`src/hdl/assert_macros.svh`:
```
// Assertion macros shared by the RTL files of the sorted L1 proximal block.
`ifndef ASSERT_MACROS_SVH
`define ASSERT_MACROS_SVH

// Condition must hold at every clock edge outside reset.
`define SL1P_ASSERT_ALWAYS(lbl, cond) \
    lbl: assert property (@(posedge i_clk) disable iff (!i_rst_n) (cond)) \
        else $error("assertion failed");

// Antecedent implies consequent in the same cycle.
`define SL1P_ASSERT_IMPL(lbl, ante, cons) \
    lbl: assert property (@(posedge i_clk) disable iff (!i_rst_n) (ante) |-> (cons)) \
        else $error("assertion failed");

// Antecedent implies consequent in the next cycle.
`define SL1P_ASSERT_NEXT(lbl, ante, cons) \
    lbl: assert property (@(posedge i_clk) disable iff (!i_rst_n) (ante) |=> (cons)) \
        else $error("assertion failed");

`endif

```
`src/hdl/sl1p_pkg.sv`:
```
// Package with widths, stack entry type and controller interface structs.
package sl1p_pkg;

    localparam int IDX_W       = 6;
    localparam int DEPTH       = 64;
    localparam int SUM_W       = 40;
    localparam int MEAN_W      = 32;
    localparam int VAL_W       = 31;
    localparam int CNT_W       = 7;
    localparam int MAX_LEN_DEF = 64;

    // One block on the stack.
    typedef struct packed {
        logic signed [SUM_W-1:0]  sum;
        logic signed [MEAN_W-1:0] mean;
        logic [IDX_W-1:0]         first;
        logic [IDX_W-1:0]         last;
    } t_entry;

    localparam int ENT_W = $bits(t_entry);

    // Commands from the controller to the datapath.
    typedef struct packed {
        logic load;
        logic rd_below;
        logic merge;
        logic div_go;
        logic div_ld;
        logic push;
        logic blk_ld;
        logic emit;
        logic next_pos;
        logic next_blk;
        logic clear;
    } t_cmd;

    // Status from the datapath to the controller.
    typedef struct packed {
        logic k_zero;
        logic le;
        logic div_done;
        logic end_flag;
        logic blk_end;
        logic last_blk;
    } t_sts;

endpackage

```
`src/hdl/sl1p_ctrl.sv`:
```
// Controller state machine sequencing push, merge, divide and emission.
module sl1p_ctrl (
    input  logic            i_clk,
    input  logic            i_rst_n,
    input  logic            i_start,
    input  sl1p_pkg::t_sts  i_sts,
    output sl1p_pkg::t_cmd  o_cmd,
    output logic            o_busy
);
    import sl1p_pkg::*;

    typedef enum logic [3:0] {
        S_IDLE, S_CHK, S_CMP, S_DGO, S_DWAIT, S_PUSH,
        S_EBLK, S_EBLD, S_EORD, S_EOUT
    } t_state;

    t_state r_state, n_state;
    t_cmd   cmd;

    // Next state and commands.
    always_comb begin
        n_state = r_state;
        cmd     = '0;
        unique case (r_state)
            S_IDLE: begin
                if (i_start) begin
                    cmd.load = 1'b1;
                    n_state  = S_CHK;
                end
            end
            S_CHK: begin
                if (i_sts.k_zero) begin
                    n_state = S_PUSH;
                end else begin
                    cmd.rd_below = 1'b1;
                    n_state      = S_CMP;
                end
            end
            S_CMP: begin
                if (i_sts.le) begin
                    cmd.merge = 1'b1;
                    n_state   = S_DGO;
                end else begin
                    n_state = S_PUSH;
                end
            end
            S_DGO: begin
                cmd.div_go = 1'b1;
                n_state    = S_DWAIT;
            end
            S_DWAIT: begin
                if (i_sts.div_done) begin
                    cmd.div_ld = 1'b1;
                    n_state    = S_CHK;
                end
            end
            S_PUSH: begin
                cmd.push = 1'b1;
                n_state  = i_sts.end_flag ? S_EBLK : S_IDLE;
            end
            S_EBLK: begin
                n_state = S_EBLD;
            end
            S_EBLD: begin
                cmd.blk_ld = 1'b1;
                n_state    = S_EORD;
            end
            S_EORD: begin
                n_state = S_EOUT;
            end
            S_EOUT: begin
                cmd.emit = 1'b1;
                if (!i_sts.blk_end) begin
                    cmd.next_pos = 1'b1;
                    n_state      = S_EORD;
                end else if (i_sts.last_blk) begin
                    cmd.clear = 1'b1;
                    n_state   = S_IDLE;
                end else begin
                    cmd.next_blk = 1'b1;
                    n_state      = S_EBLK;
                end
            end
            default: n_state = S_IDLE;
        endcase
    end

    always_ff @(posedge i_clk) begin
        if (!i_rst_n) begin
            r_state <= S_IDLE;
        end else begin
            r_state <= n_state;
        end
    end

    assign o_cmd  = cmd;
    assign o_busy = (r_state != S_IDLE);

    `include "assert_macros.svh"

    // Starting the divider always leads into waiting on it.
    `SL1P_ASSERT_NEXT(a_div_after_go, r_state == S_DGO, r_state == S_DWAIT)
    // Emission starts only from a push of the final item.
    `SL1P_ASSERT_IMPL(a_emit_from_end, r_state == S_PUSH && n_state == S_EBLK, i_sts.end_flag)
endmodule

```
`config.mk`:
```
export PLATFORM = sky130hd
export DESIGN_NAME = sl1p_ctrl
export DESIGN_NICKNAME = d
export VERILOG_FILES = /design/src/hdl/sl1p_pkg.sv /design/src/hdl/sl1p_ctrl.sv
export VERILOG_INCLUDE_DIRS = /design/src /design/src/hdl
export SDC_FILE = /design/constraint.sdc
export NUM_CORES = 1
export LEC_CHECK = 0
export BUFFER_PORTS_ARGS = -buffer_cell sky130_fd_sc_hd__clkbuf_2
export CORE_AREA = 2 2 39 41
export CTS_BUF_LIST = sky130_fd_sc_hd__clkbuf_8
export DETAILED_ROUTE_END_ITERATION = 10
export DIE_AREA = 0 0 41 43
export MAX_ROUTING_LAYER = met4
export PLACE_DENSITY = 0.61
export SLEW_MARGIN = 20
export SYNTH_ARGS = -nofsm -noshare
export SYNTH_HDL_FRONTEND = slang
export SYNTH_SLANG_ARGS = --single-unit
```
`constraint.sdc`:
```
create_clock -name i_clk -period 1.3 [get_ports i_clk]
set_input_delay 0.26 -clock i_clk [delete_from_list [all_inputs] [get_ports i_clk]]
set_output_delay 0.26 -clock i_clk [all_outputs]
set_load 0.02 [all_outputs]
```
# After elaboration in Yosys (flattened, before gate mapping)
# Cells that the tools add are included.
[word_totals]
regBits = 4
output_inout_bits = 12
[op_classes]
n_eq_ne = 11
n_mux = 24
reduce_logical = 3
[op_table]
columns = ["cell", "count"]
rows = [
  ["4-bit case mux with 10 select lines", 1],
  ["4-bit by 3-bit == test with 1-bit output (second input constant)", 4],
  ["4-bit 2-to-1 mux", 4],
  ["1-bit 2-to-1 mux", 14],
  ["3-bit 2-to-1 mux", 4],
  ["4-bit by 2-bit == test with 1-bit output (second input constant)", 2],
  ["4-bit == test (second input constant)", 2],
  ["4-bit by 1-bit == test with 1-bit output (second input constant)", 1],
  ["4-bit zero test", 1],
  ["2-bit != test (second input constant)", 2],
  ["4-bit nonzero test", 1],
  ["2-bit 2-to-1 mux", 1],
  ["2-bit AND reduction", 1],
]

# Logic depth before layout (Yosys ltp)
[logic_depth]
ltp_word = 3
depth_mapped = 5
ltp_nobuf = 4

# Worst setup path after synthesis
# Ideal clock, no wire load.
[synth_timing]
kind = "flip-flop to output port"
startpoint = "reg r_state[1]"
endpoint = "out o_cmd[9] in the netlist's numbering"
t_arrival_ps = 1135
t_required_ps = 1040
path_slack_ps = -95
path_stages_with_launch = 3
n_path_buf = 1
cell_sequence = "dfxtp_1 buf_6 nor4_1"
[synth_lines]
columns = ["item", "line", "text"]
rows = [
  ["start: declaration", "sl1p_ctrl.sv:17", "t_state r_state, n_state;"],
  ["start signal: assignment", "sl1p_ctrl.sv:92", "r_state <= n_state;"],
  ["end: declaration", "sl1p_ctrl.sv:7", "output sl1p_pkg::t_cmd o_cmd,"],
]

==> flow_metrics.env <==
export IMPL_status="complete, but fails checks"
export IMPL_ys_seq_area_frac=0.204
export IMPL_worstSetupStartpointType="register"
export IMPL_die_w_um=41
export IMPL_synth_top_family_by_area="simple AND/OR/NAND/NOR gates"
export IMPL_synth_compound_area_share=0.261
export IMPL_dr_pass1_iters=1
export IMPL_core_area_mm2=0.00138
export IMPL_worst_pin_slew_ns=0.380
export IMPL_clkPwrFrac=0.356
export IMPL_async_reset_ff_frac=0
export IMPL_ys_ff_latch=4
export IMPL_synthMuxAreaShare=0
export IMPL_synth_xor_area_frac=0
export IMPL_yosys_top_cells_count="5 x and3_1, 4 x dfxtp_1, 3 x inv_1, 3 x nand2b_1, 3 x nor2_1"
export IMPL_start_util=0.284
export IMPL_globalRoute_totalOverflow=0
export IMPL_end_kind="output port"
export IMPL_largest_reg_flops=4
export IMPL_required_ns=1.04
export IMPL_drc=0
export IMPL_yosys_top_cells_area="dfxtp_1 20%, and3_1 8.0%, a21boi_2 5.7%, buf_6 5.7%, nand2b_1 4.8%"
export IMPL_p_leak_nw=0.367
export IMPL_critPathArrivalTime_ns=1.24
export IMPL_period_needed_ns=1.50
export IMPL_p_sw_mw=0.270
export IMPL_powerDensity_mw_per_mm2=914
export IMPL_io_pins=21
export IMPL_top_regs="r_state x4"
export IMPL_yosysWarningCount=0
export IMPL_p_total_mw=0.786
export IMPL_pwr_share_seq=0.196
export IMPL_port_buffers=20
export IMPL_dpl_instance_area_um2=554
export IMPL_setup_viol=13
export IMPL_place_gp_congestion=0.826
export IMPL_syn_area_um2=393
export IMPL_hold_path_class="primary input to register"
export IMPL_die_y_um=43
export IMPL_fmax_mhz=669
export IMPL_slew_headroom=0.740
export IMPL_cts_buffers=3
export IMPL_insertion_delay_ns=0.23
export IMPL_wirelength_um=1480
export IMPL_dp_cells=87
export IMPL_layout_nets=94
export IMPL_finClkSkew_ns=0.00195
export IMPL_htreeDepth=1
export IMPL_die_area_mm2=0.00176
export IMPL_grt_max_degree=9
export IMPL_vias=507
export IMPL_track_usage=0.190
export IMPL_ctsHoldBuffers=0
export IMPL_setup_ws_ns=-0.196
export IMPL_rsz0062_at_grt="yes"
export IMPL_synth_top_area_cell="dfxtp_1"
export IMPL_detail_route_antenna_nets=0
export IMPL_grt_pass1_vias=462
export IMPL_sw_frac_of_total=0.343
export IMPL_cts_tree="yes"
export IMPL_final_layout_size_suffix_gt1_frac=0.723
export IMPL_area_growth_pct=119
export IMPL_vdd_ir_drop_worst_mv=0.486
export IMPL_p_int_mw=0.516
export IMPL_synthDistinctLibCells=28
export IMPL_synth_most_common_cell="and3_1"
export IMPL_tns_ns=-1.44
export IMPL_pwr_share_comb=0.448
export IMPL_vias_per_cell=5.12
export IMPL_antenna_found_initial=0
export IMPL_synth_avg_cell_area_um2=8.18
export IMPL_synth_top_area_frac=0.204
export IMPL_worstHoldStart="i_rst_n"
export IMPL_design_area_um2=860
export IMPL_synth_ff_type="dfxtp_1"
export IMPL_ctsRootBufferMaster="clkbuf_8"
export IMPL_finalHoldViolCount=0
export IMPL_post_route_period_util=1.15
export IMPL_r2r_slack_ns=-0.02
export IMPL_regMostFlops="r_state"
export IMPL_yosys_area_share_simple=0.424
export IMPL_drt_iter0_drc=0
export IMPL_wire_per_inst_um=15.0
export IMPL_clock_sinks=4
export IMPL_finish_utilization=0.621
export IMPL_num_rows=14
export IMPL_crit_start="r_state[1]$_SDFFE_PN0P_"
export IMPL_syn_nets=57
export IMPL_synth_edf_count=0
export IMPL_post_dp_hpwl_um=882
export IMPL_cts_clk_slew_worst_paths_ns=0.03
export IMPL_crit_path_max_fanout=4
export IMPL_max_cap_violations=0
export IMPL_r2r_start="r_state[3]$_SDFFE_PN0P_"
export IMPL_slew_violations=0
export IMPL_violations="negative setup slack"
export IMPL_crit_type="register to output port"
export IMPL_clk_path_buf_depth=2
export IMPL_synth_adder_area_share=0
export IMPL_final_cell_count_no_fill=99
export IMPL_syn_inst=48
export IMPL_num_fill_cells=123
export IMPL_grt_pass1_wl_um=2150
export IMPL_n_antenna_cell=0
[per-layer routing]
metal  global-route usage  part of all wire
met2                0.291              0.53
met1                0.227              0.42
met3               0.0628             0.038
met4               0.0600             0.014
met5                    -                 0
[power by group through the flow]
stage	combinational (mW)	sequential (mW)	clock, mW
after floorplan	0.158	0.146	0
after global placement	0.240	0.151	0
after detailed placement	0.242	0.151	0
after CTS	0.318	0.153	0.286
after global routing	0.376	0.156	0.296
final	0.352	0.154	0.280
[cells in the final DEF (no fill, tap or decap), types with 2 or more instances in the layout]
| master | synthesis | final |
|---|---|---|
| buf_4 | 0 | 10 |
| clkbuf_8 | 0 | 8 |
| clkbuf_2 | 0 | 8 |
| buf_6 | 2 | 6 |
| nor2_4 | 0 | 4 |
| buf_8 | 0 | 4 |
| inv_1 | 3 | 3 |
| and3_4 | 0 | 3 |
| dfxtp_4 | 0 | 3 |
| nand2b_4 | 0 | 2 |
| and3_1 | 5 | 2 |
| o21ai_0 | 2 | 2 |
| nor3_1 | 2 | 2 |
| o22ai_1 | 2 | 2 |
| a21oi_1 | 2 | 2 |
| a21boi_2 | 2 | 2 |
| buf_2 | 2 | 2 |
[critical path, cell delays in order (launching register included)]
cell and delay [ns]:
dfxtp_4 0.35, and4bb_4 0.32, nor2b_2 0.17, clkbuf_8 0.16
[repair_timing]
action                     in CTS  in global routing
setup endpoints to repair      12                 14
gates cloned                    1                  0
resized for setup              39                 15
buffers inserted                5                  4
pin swaps                       6                  5
[metrics by stage]
step / setup WS, ns / hold slack, ns
3_5_place_dp: -0.0151 / 0.538
3_3_place_gp: -0.0157 / 0.541
5_1_grt: -0.223 / 0.306
4_1_cts: -0.209 / 0.292
2_1_floorplan: 0.0471 / 0.378
6_report: -0.196 / 0.289
[kinds of logic after synthesis]
group / after synthesis
simple gates: 24
flops: 4
buf+inv: 7
compound gates: 13
[layout make-up]
type / instances / area, um2 / share of cell area
clock buffers: 3 / 41.3 / 0.0480
inverters: 3 / 11.3 / 0.0131
multi-input cells: 37 / 353 / 0.410
well taps: 16 / 20.0 / 0.0233
repair buffers: 36 / 342 / 0.397
flip-flops and latches: 4 / 92.6 / 0.108
[path summary, 6_finish.rpt]
check / to / depth (start not counted)
setup reg to reg: r_state[0]$_SDFFE_PN0P_ / 6
setup / recovery: o_cmd[2] / 3
hold / removal: r_state[3]$_SDFFE_PN0P_ / 2
hold reg to reg: r_state[1]$_SDFFE_PN0P_ / 2
Note: power is estimated with default switching activity, not from simulation.
